==> src/rtl/pidc_pkg.sv <==
package pidc_pkg;

  // Depth of the derivative history window (2 to 64).
  localparam int WINDOW = 4;
  localparam int WIN_IDX_W = $clog2(WINDOW);
  // Width of a sum of up to WINDOW time steps.
  localparam int SUM_W = 16 + WIN_IDX_W;

  // Configuration register indexes.
  localparam logic [2:0] REG_KP       = 3'd0;
  localparam logic [2:0] REG_KI       = 3'd1;
  localparam logic [2:0] REG_KD       = 3'd2;
  localparam logic [2:0] REG_TERM_MIN = 3'd3;
  localparam logic [2:0] REG_TERM_MAX = 3'd4;
  localparam logic [2:0] REG_OUT_GAIN = 3'd5;
  localparam logic [2:0] REG_OUT_MIN  = 3'd6;
  localparam logic [2:0] REG_OUT_MAX  = 3'd7;

  localparam logic [0:0] OP_SAMPLE = 1'b0;
  localparam logic [0:0] OP_PRESET = 1'b1;

  // Request into the serial divider.
  typedef struct packed {
    logic        start;
    logic [63:0] dividend;
    logic [31:0] divisor;
  } div_req_t;

  // Response from the serial divider.
  typedef struct packed {
    logic        busy;
    logic        done;
    logic [63:0] quotient;
  } div_rsp_t;

  // Magnitude of a signed 32-bit value as an unsigned 32-bit value.
  function automatic logic [31:0] mag32(input logic signed [31:0] x);
    logic [31:0] r;
    r = x[31] ? 32'(-x) : 32'(x);
    return r;
  endfunction

  // Clamp a signed 64-bit value into [lo, hi].
  function automatic logic signed [63:0] clamp64(input logic signed [63:0] x,
                                                input logic signed [63:0] lo,
                                                input logic signed [63:0] hi);
    logic signed [63:0] r;
    if (x < lo) begin
      r = lo;
    end else if (x > hi) begin
      r = hi;
    end else begin
      r = x;
    end
    return r;
  endfunction

endpackage

==> src/rtl/pidc_div.sv <==
// Restoring divider, one quotient bit per cycle, 64-bit dividend.
module pidc_div (
  input  logic               clk,
  input  logic               rst,
  input  pidc_pkg::div_req_t req,
  output pidc_pkg::div_rsp_t rsp
);

  logic [31:0] rem;
  logic [63:0] quo;
  logic [31:0] dvs;
  logic [5:0]  cnt;
  logic        busy;
  logic        done;
  logic [32:0] shifted;
  logic        fits;

  assign shifted = {rem, quo[63]};
  assign fits    = shifted >= {1'b0, dvs};

  always_ff @(posedge clk) begin
    if (rst) begin
      busy <= 1'b0;
      done <= 1'b0;
      cnt  <= '0;
    end else begin
      done <= busy && !req.start && (cnt == 6'd63);
      if (req.start) begin
        busy <= 1'b1;
        cnt  <= '0;
        rem  <= '0;
        quo  <= req.dividend;
        dvs  <= req.divisor;
      end else if (busy) begin
        rem <= fits ? 32'(shifted - {1'b0, dvs}) : shifted[31:0];
        quo <= {quo[62:0], fits};
        cnt <= cnt + 6'd1;
        if (cnt == 6'd63) begin
          busy <= 1'b0;
        end
      end
    end
  end

  assign rsp.busy     = busy;
  assign rsp.done     = done;
  assign rsp.quotient = quo;

endmodule

==> config.mk <==
export PLATFORM = sky130hd
export DESIGN_NAME = pidc_div
export DESIGN_NICKNAME = d
export VERILOG_FILES = /design/src/rtl/pidc_pkg.sv /design/src/rtl/pidc_div.sv
export SDC_FILE = /design/constraint.sdc
export NUM_CORES = 1
export LEC_CHECK = 0
export BUFFER_PORTS_ARGS = -buffer_cell sky130_fd_sc_hd__buf_2
export CELL_PAD_IN_SITES_DETAIL_PLACEMENT = 0
export CELL_PAD_IN_SITES_GLOBAL_PLACEMENT = 1
export CORE_MARGIN = 1
export CORE_UTILIZATION = 39
export DETAILED_ROUTE_END_ITERATION = 10
export PLACE_DENSITY_LB_ADDON = 0.1
export SLEW_MARGIN = 20
export SYNTH_ARGS = -nofsm -noshare
export SYNTH_HDL_FRONTEND = slang
export SYNTH_SLANG_ARGS = --single-unit
==> constraint.sdc <==
create_clock -name clk -period 5.58 [get_ports clk]
set_input_delay 0.279 -clock clk [delete_from_list [all_inputs] [get_ports clk]]
set_output_delay 0.279 -clock clk [all_outputs]
set_load 0.005 [all_outputs]
==> results of run 1 <==
==> cells by family (layout without fill, tap and decap cells) <==
kind of cell               Yosys count  in the layout  share of synthesized area (%)
and+or+nand+nor                    164            164                          10.44
DFF                                136            136                          53.86
AOI/OAI and AO/OA                  128            128                          11.66
muxes                               76             76                          11.29
buffers and inverters               64            239                          3.737
adders and majority gates           34             34                          5.824
xor gates and xnor gates            27             27                          3.181
==> state kept, by name, indices dropped and copies added, names as in the netlist <==
| register | count |
|---|---|
| cnt | 6 |
| dvs | 32 |
| busy | 1 |
| done | 1 |
| quo | 64 |
| rem | 32 |
==> power breakdown <==
group | switching, uW | internal, uW | leakage, uW
registers | 36.1 | 1220 | 0.00129
clock network | 487 | 671 | 0.000282
logic | 357 | 279 | 0.00219
==> per-layer routing <==
layer	GRT usage, %	share of wire [%]
met5	0	0.074
met4	5.726	1.2
met2	30.66	46
met3	7.111	8.0
met1	23.13	44
==> synthesized netlist by cell type, types with 3 or more instances <==
master / instances / area share (%)
and3_1: 5 / 0.42
and2_1: 3 / 0.25
dfxtp_1: 8 / 2.2
a31oi_1: 4 / 0.34
nand3_1: 6 / 0.40
clkbuf_1: 18 / 0.91
buf_6: 3 / 0.45
buf_4: 3 / 0.30
o21bai_1: 5 / 0.51
mux2_2: 63 / 9.5
nand2_1: 30 / 1.5
o21a_1: 5 / 0.51
edfxtp_1: 128 / 52
a21o_1: 15 / 1.5
and4_1: 6 / 0.71
buf_2: 3 / 0.20
mux2i_1: 13 / 1.8
ha_1: 33 / 5.6
a21boi_0: 4 / 0.40
or3_1: 4 / 0.34
o31a_1: 4 / 0.47
o211ai_1: 4 / 0.40
nor2_1: 74 / 3.7
xor2_1: 14 / 1.6
nand2b_1: 5 / 0.42
a211oi_1: 3 / 0.30
nand4_1: 10 / 0.84
nor3_1: 7 / 0.47
inv_1: 37 / 1.9
or2_2: 3 / 0.25
nor2b_1: 5 / 0.42
o21ai_0: 20 / 1.3
a21oi_1: 44 / 3.0
xnor2_1: 13 / 1.5
==> layout make-up <==
cell class | instances | area (um^2)
Fill cell | 1711 | 9639
Multi-Input combinational cell | 429 | 3167
Clock buffer | 18 | 429.2
Sequential cell | 136 | 4004
Tap cell | 234 | 292.8
Inverter | 37 | 138.9
Clock inverter | 14 | 162.7
Timing Repair Buffer | 170 | 872.1
==> metrics by stage <==
stage | setup slack, ns | power [uW] | util (%)
finish | 2.279 | 3048 | 48.47
global route | 1.940 | 3196 | 48.47
CTS | 1.749 | 3079 | 48.41
detailed placement | 1.756 | 1910 | 45.24
global placement | 1.815 | 1904 | 45.24
floorplan | 0.3700 | 1735 | -
==> worst max-delay path by stage <==
stage	from	end	slack, ns	cells past startpoint
4_1_cts	rem[4]	rem[24]	1.75	10
6_report	rem[4]	rem[21]	2.28	10
5_1_grt	rem[9]	rem[6]	1.94	10
3_3_place_gp	rem[8]	rem[2]	1.82	11
2_1_floorplan	busy	quo[0]	0.37	3
3_5_place_dp	rem[8]	rem[21]	1.76	10
==> metrics.yaml, run 1 <==
status:
  status: "complete, no violations"
clocking:
  insertion_delay_ns: 0.42
  cts.root.buffer_cell: "clkbuf_16"
  post_cts_resize_count: 0
  clkTransAtPathRegs_ns: 0.07
  postCtsSetupRepairBufs: 0
  cts_buffer_depth: 2
  numCtsBuffers: 17
  tritoncts: "built"
  cts_hold_buffers: 0
  clock_sinks: 136
  cts_max_level: 4
timing:
  fin_tns_setup_ns: 0
  setup_violations: 0
  finalHoldWorstSlack_ns: 0.02424
  final-hold-violation-count: 0
  rsz0062_at_grt: "no"
  timing.max_slew.rel_slack_pct: 33.59
  slew_viol_final: 0
  max_freq_mhz: 303.0
  worst_pin_slew_ns: 0.9940
  finalClockSkew_ns: 0.01040
  layout_worst_path_cycle_share_pct: 59.15
  period_needed_ns: 3.301
grt:
  grt_use_total_pct: 18.82
  globalRouteOverflowTotal: 0
  antenna_found_initial: 1
  grt_max_degree: 53
  grt_pass1_vias: 5653
  first_pass_grt_wire_length_um: 28720
final_layout:
  layout.cells.most_common: "buf_2"
  most-common-layout-cells: "163 x buf_2, 128 x edfxtp_1, 73 x nor2_1"
  syn2layout_area_growth_pct: 21.97
  final_design_area_no_fill_mm2: 0.009066
  antenna_cells_inserted: 0
  share_of_layout_cells_above_drive_strength_1_pct: 34.20
  final_cell_count_without_fillers: 1038
  nNetsFinal: 924
critical_path:
  crit_chain: "ha_1 > o21a_1 > o21ai_1 > a31oi_2 > o41ai_4 > o21ai_2 > a311oi_4 > buf_4 > mux2i_1 > nor2_1"
  crit-reg2reg-capture: "rem[21]"
  ff2ff_setup_slack_ns: 2.28
  critical-path-slowest-cell: "a311oi_4"
  cpPeakStageDelay_ns: 0.56
  crit_arrival_ns: 3.46
  critPathCaptureType: "flip-flop"
  worstReg2RegStart: "rem[4]"
  crit_buf_inv: 1
  worst_ep_required_time_ns: 5.73
  crit_family: "compound AO/OA/AOI/OAI gates"
  setup.worst_path.start_class: "flip-flop"
  timing.reg2reg.worst_path_depth: 10
  critical_path.max_fanout: 14
  timing.setup.critical_path_class: "flip-flop to flip-flop"
place:
  numPortBuffers: 164
  dpl-instance-area_mm2: 0.008463
  gpl.final_weighted_congestion: 0.8081
  dp_hpwl_um: 12640
  place_inst: 1005
detailed_routing:
  post-route-drc-count: 0
  drt_first_iter_violations: 235
  routed-via-count: 5478
  drt-total-wl_um: 17620
  routed_via_density: 5.277
  detailedRoute.firstPassIterationCount: 4
  ant_nets: 0
  post_drt_wl_per_cell_um: 16.97
power:
  leakage_uw: 0.003756
  max_rail_drop_vdd_uv: 212.7
  power_density_mw_per_mm2: 336.2
synth:
  dominantRegCellSynth: "edfxtp_1"
  synth_cells: 629
  synth.net_count: 762
  yosys_register_bits: 136
  synth_enable_flop_cells: 128
  synthesis.yosys.warnings: 0
  synth.lib_cells_used.distinct: 55
  syn-cell-area_mm2: 0.007433
  ys_seq_area_share_pct: 53.86
  post_syn_area_per_cell_um2: 11.82
  ys_async_sr_fraction_pct: 0
worst_hold_path:
  hold_class: "primary input to flip-flop"
  worst_hold_startpoint: "req[18]"
  holdPathStages: 1
  end_point_of_the_most_critical_hold_path: "dvs[18]"
floorplanning:
  die_w_um: 140.1
  floorplan.core_area_mm2: 0.01871
  floorplan.initialDensity_pct: 39.74
  row_cnt: 50
  ios: 165
  floorplan.die_area_mm2: 0.01962
  die_height_um: 140.1
run:
  drv_cap: 0
Note: power is estimated with default switching activity, not from simulation.
==> run 2: changes to the inputs <==
--- a/config.mk
+++ b/config.mk
@@ -9,7 +9,7 @@
 export CELL_PAD_IN_SITES_DETAIL_PLACEMENT = 0
 export CELL_PAD_IN_SITES_GLOBAL_PLACEMENT = 1
 export CORE_MARGIN = 1
-export CORE_UTILIZATION = 39
+export CORE_UTILIZATION = 43
 export DETAILED_ROUTE_END_ITERATION = 10
 export PLACE_DENSITY_LB_ADDON = 0.1
 export SLEW_MARGIN = 20
==> constraint.sdc (replaced) <==
create_clock -name clk -period 3.2 [get_ports clk]
set_input_delay 0.16 -clock clk [delete_from_list [all_inputs] [get_ports clk]]
set_output_delay 0.16 -clock clk [all_outputs]
set_load 0.005 [all_outputs]
==> metrics.yaml, run 2 (synthesis gave the netlist of run 1 again) <==
status:
  status: "complete, no violations"
power:
  leakage_uw: 0.003939
  power_density_mw_per_mm2: 569.0
  max_rail_drop_vdd_uv: 370.4
final_layout:
  nNetsFinal: 963
  n_fill_cell: 1477
  top_registers: "quo: 64 flops, dvs: 32 flops, rem: 32 flops"
  layout.cells.most_common: "buf_2"
  most-common-layout-cells: "163 x buf_2, 128 x edfxtp_1, 73 x nor2_1"
  largest_register_ff_count: 64
  largest-register: "quo"
  share_of_layout_cells_above_drive_strength_1_pct: 33.45
  antenna_cells_inserted: 0
  syn2layout_area_growth_pct: 27.27
detailed_routing:
  drt_first_iter_violations: 290
  post_drt_wl_per_cell_um: 16.50
  drt-total-wl_um: 17540
  routed-via-count: 5577
  detailedRoute.firstPassIterationCount: 4
  routed_via_density: 5.246
  ant_nets: 0
  post-route-drc-count: 0
place:
  gpl.final_weighted_congestion: 0.7979
  dp_hpwl_um: 12530
  numPortBuffers: 164
floorplanning:
  floorplan.initialDensity_pct: 44.35
  floorplan.die_area_mm2: 0.01782
  floorplan.core_area_mm2: 0.01676
  ios: 165
  die_height_um: 133.5
  die_w_um: 133.5
  row_cnt: 47
clocking:
  clkTransAtPathRegs_ns: 0.06
  cts.root.buffer_cell: "clkbuf_16"
  numCtsBuffers: 17
  tritoncts: "built"
  cts_buffer_depth: 2
  cts_max_level: 4
  clock_sinks: 136
  insertion_delay_ns: 0.42
grt:
  first_pass_grt_wire_length_um: 28920
  globalRouteOverflowTotal: 0
  grt_max_degree: 98
  antenna_found_initial: 0
  grt_use_total_pct: 20.68
  grt_pass1_vias: 5839
critical_path:
  timing.setup.critical_path_class: "flip-flop to flip-flop"
  critPathCaptureType: "flip-flop"
  critical_path.max_fanout: 29
  crit_arrival_ns: 3.16
  setup.worst_path.start_class: "flip-flop"
  ff2ff_setup_slack_ns: 0.18
  worst_ep_required_time_ns: 3.34
  crit-reg2reg-capture: "rem[10]"
  worstReg2RegStart: "rem[1]"
  timing.reg2reg.worst_path_depth: 10
timing:
  layout_worst_path_cycle_share_pct: 94.37
  worst_pin_slew_ns: 0.6648
  fin_tns_setup_ns: 0
  slew_viol_final: 0
  finalHoldWorstSlack_ns: 0.03806
  period_needed_ns: 3.020
  finalClockSkew_ns: 0.01418
  timing.max_slew.rel_slack_pct: 55.68
  setup_violations: 0
  max_freq_mhz: 331.1
  rsz0062_at_grt: "no"
  final-hold-violation-count: 0
worst_hold_path:
  end_point_of_the_most_critical_hold_path: "quo[46]"
  hold_class: "primary input to flip-flop"
  holdPathStages: 2
  worst_hold_startpoint: "req[78]"
run:
  drv_cap: 0
[run 2: timing repair]
action | 4_1_cts | 5_1_grt
hold endpoints to repair | 32 | 0
hold buffers | 32 | 0
setup buffers | 0 | 1
setup endpoints to repair | 0 | 15
gates resized for setup | 0 | 3
[run 2: area by class of cell]
type / count / area [um^2] / share of cell area, %
flip-flops and latches: 136 / 4004 / 42.32
multi-input cells: 429 / 3168 / 33.49
well taps: 220 / 275.3 / 2.910
clock inverters: 13 / 167.7 / 1.772
repair buffers: 209 / 1274 / 13.46
inverters: 37 / 138.9 / 1.468
clock buffers: 19 / 432.9 / 4.576
[run 2: worst max-delay path, cell delays in order, from the launching register on]
cell,delay [ns]
edfxtp_1,0.41
ha_1,0.38
nor2_1,0.12
a211o_1,0.17
a31oi_2,0.16
o41ai_4,0.49
o21ai_2,0.17
a311oi_4,0.33
buf_12,0.24
mux2i_1,0.21
nor2_1,0.05
[run 2: report_power, final]
part	total, uW	internal (uW)	switching, uW	leakage [uW]
sequential	2190	2120	65.1	0.00129
clock	2020	1240	782	0.000289
combinational	1180	540	636	0.00236
[run 2: worst max-delay path by stage]
| stage | endpoint | from | slack [ns] | depth (start not counted) |
|---|---|---|---|---|
| after floorplan | rem[17] | rem[8] | 0.45 | 10 |
| after global placement | rem[30] | rem[8] | 0.16 | 10 |
| after detailed placement | rem[30] | rem[8] | 0.07 | 10 |
| after CTS | rem[30] | rem[8] | 0.05 | 10 |
| after global routing | rem[18] | rem[1] | 0.01 | 11 |
| final | rem[10] | rem[1] | 0.18 | 10 |
[run 2: through the flow]
stage	util [%]	power (uW)	instance area, um^2	setup slack [ns]	instances
2_1_floorplan	-	3019	7441	0.4504	629
3_3_place_gp	50.85	3347	8523	0.1595	998
3_5_place_dp	50.85	3362	8523	0.06664	998
4_1_cts	56.35	5428	9444	0.05366	1062
5_1_grt	56.45	5647	9460	0.01258	1063
6_report	56.45	5383	9460	0.1801	1063
[run 2: routing by layer]
| metal | part of all wire, % | routed length [um] | track usage (%) | vias to the layer above |
|---|---|---|---|---|
| met5 | 0 | 0 | 0 | - |
| met4 | 0.83 | 146 | 5.177 | 0 |
| met3 | 6.8 | 1187 | 7.230 | 9 |
| met2 | 49 | 8598 | 35.47 | 144 |
| met1 | 43 | 7610 | 24.69 | 2690 |
| li1 | - | - | - | 2734 |
==> run 3: changes to the inputs <==
--- a/config.mk
+++ b/config.mk
@@ -5,13 +5,14 @@
 export SDC_FILE = /design/constraint.sdc
 export NUM_CORES = 1
 export LEC_CHECK = 0
+export ABC_AREA = 0
 export BUFFER_PORTS_ARGS = -buffer_cell sky130_fd_sc_hd__buf_2
 export CELL_PAD_IN_SITES_DETAIL_PLACEMENT = 0
 export CELL_PAD_IN_SITES_GLOBAL_PLACEMENT = 1
 export CORE_MARGIN = 1
 export CORE_UTILIZATION = 43
 export DETAILED_ROUTE_END_ITERATION = 10
-export PLACE_DENSITY_LB_ADDON = 0.1
+export PLACE_DENSITY_LB_ADDON = 0.3
 export SLEW_MARGIN = 20
 export SYNTH_ARGS = -nofsm -noshare
 export SYNTH_HDL_FRONTEND = slang
==> metrics.yaml, run 3 (synthesis gave the netlist of run 1 again) <==
grt:
  grt_max_degree: 62
  first_pass_grt_wire_length_um: 28140
  antenna_found_initial: 0
  groute.layer.met2.usage_pct: 33.28
  globalRouteOverflowTotal: 0
  globalRouteMet3Util_pct: 6.621
  grt_use_total_pct: 20.17
  grt_pass1_vias: 5718
  grt_most_used_layer: "met2"
  use_met1_pct: 24.23
critical_path:
  cpPeakStageDelay_ns: 0.39
  critPathCaptureType: "flip-flop"
  crit_buf_inv: 1
  timing.setup.critical_path_class: "flip-flop to flip-flop"
  crit_family: "compound AO/OA/AOI/OAI gates"
  setup.worst_path.start_class: "flip-flop"
  worst_ep_required_time_ns: 3.34
  timing.critical_path.depth: 10
  timing.reg2reg.worst_path_depth: 10
  critical_path.max_fanout: 14
  critical-path-slowest-cell: "edfxtp_1"
  crit_arrival_ns: 3.11
  crit_chain: "ha_1 > a21oi_1 > o21ai_0 > o41ai_4 > o21ai_2 > a311oi_4 > clkbuf_16 > nor3_1 > a21oi_1 > nor2_1"
  cell_repeated_most_along_the_worst_path: "a21oi_1"
final_layout:
  layout.cells.most_common: "buf_2"
  share_of_layout_cells_above_drive_strength_1_pct: 33.33
  multi_input_area_mm2: 0.003162
  largest_register_ff_count: 64
  nNetsFinal: 966
  ff_latch_area_mm2: 0.004004
  n_fill_cell: 1437
  largest-register: "quo"
  most-common-layout-cells: "163 x buf_2, 128 x edfxtp_1, 73 x nor2_1"
  antenna_cells_inserted: 0
  syn2layout_area_growth_pct: 27.57
  top_registers: "quo: 64 flops, dvs: 32 flops, rem: 32 flops"
floorplanning:
  row_cnt: 47
  die_w_um: 133.5
  floorplan.core_area_mm2: 0.01676
  floorplan.die_area_mm2: 0.01782
  floorplan.initialDensity_pct: 44.35
  die_height_um: 133.5
  ios: 165
clocking:
  cts_max_level: 4
  cts.root.buffer_cell: "clkbuf_16"
  tritoncts: "built"
  numCtsBuffers: 17
  clock_sinks: 136
  cts_buffer_depth: 2
  postCtsSetupRepairBufs: 0
  clkTransAtPathRegs_ns: 0.06
  insertion_delay_ns: 0.43
detailed_routing:
  routed-via-count: 5557
  post-route-drc-count: 0
  drt_first_iter_violations: 296
  routed_via_density: 5.213
  post_drt_wl_per_cell_um: 16.28
  detailedRoute.firstPassIterationCount: 4
  drt-total-wl_um: 17360
  ant_nets: 0
timing:
  worst_pin_slew_ns: 0.7190
  setup_violations: 0
  period_needed_ns: 2.969
  final-hold-violation-count: 0
  fin_tns_setup_ns: 0
  finalHoldWorstSlack_ns: 0.03181
  layout_worst_path_cycle_share_pct: 92.77
  rsz0062_at_grt: "no"
  timing.max_slew.rel_slack_pct: 52.06
  finalClockSkew_ns: 0.01212
  slew_viol_final: 0
  max_freq_mhz: 336.8
power:
  power_density_mw_per_mm2: 559.0
  total_power_uw: 5301
  leakage_uw: 0.003952
  max_rail_drop_vdd_uv: 379.9
worst_hold_path:
  holdPathStages: 2
  hold_class: "primary input to flip-flop"
place:
  gpl.final_weighted_congestion: 0.8491
  dp_hpwl_um: 12210
  numPortBuffers: 164
status:
  status: "complete, no violations"
run:
  drv_cap: 0
-- run 3: through the flow --
| step | instance area, um^2 | util [%] | worst slack, ns | std cells |
|---|---|---|---|---|
| 5_1_grt | 9483 | 56.58 | 0.01762 | 1066 |
| 3_5_place_dp | 8558 | 51.06 | 0.1876 | 1000 |
| 4_1_cts | 9455 | 56.42 | 0.1786 | 1064 |
| 3_3_place_gp | 8558 | 51.06 | 0.2434 | 1000 |
| 2_1_floorplan | 7441 | - | 0.4504 | 629 |
| 6_report | 9483 | 56.58 | 0.2312 | 1066 |
-- run 3: final cells by class --
type,count,area share (%)
flip-flops and latches,136,42.22
multi-input cells,429,33.34
repair buffers,212,13.99
clock buffers,17,4.486
well taps,220,2.903
clock inverters,15,1.597
inverters,37,1.465
-- run 3: final timing paths --
kind	from	endpoint	slack, ns
max	rem[9]	rem[20]	0.23
min	req[72]	quo[40]	0.03
max reg2reg	rem[9]	rem[20]	0.23
min reg2reg	cnt[5]	cnt[5]	0.49
-- run 3: power breakdown --
part | switching [uW] | internal, uW | leakage [uW]
logic | 644 | 548 | 0.00238
registers | 63.5 | 2120 | 0.00129
clock network | 775 | 1150 | 0.000280
-- run 3: what timing repair did --
action	4_1_cts	5_1_grt
endpoints found under the setup margin	0	4
hold buffers	32	0
endpoints found under the hold margin	32	0
gates resized for setup	0	1
-- run 3: routing by layer --
layer  wire length (um)  vias up
met3               1167       24
met4                401        0
met2               8259      171
met1               7527     2614
met5                  0        -
li1                   -     2748
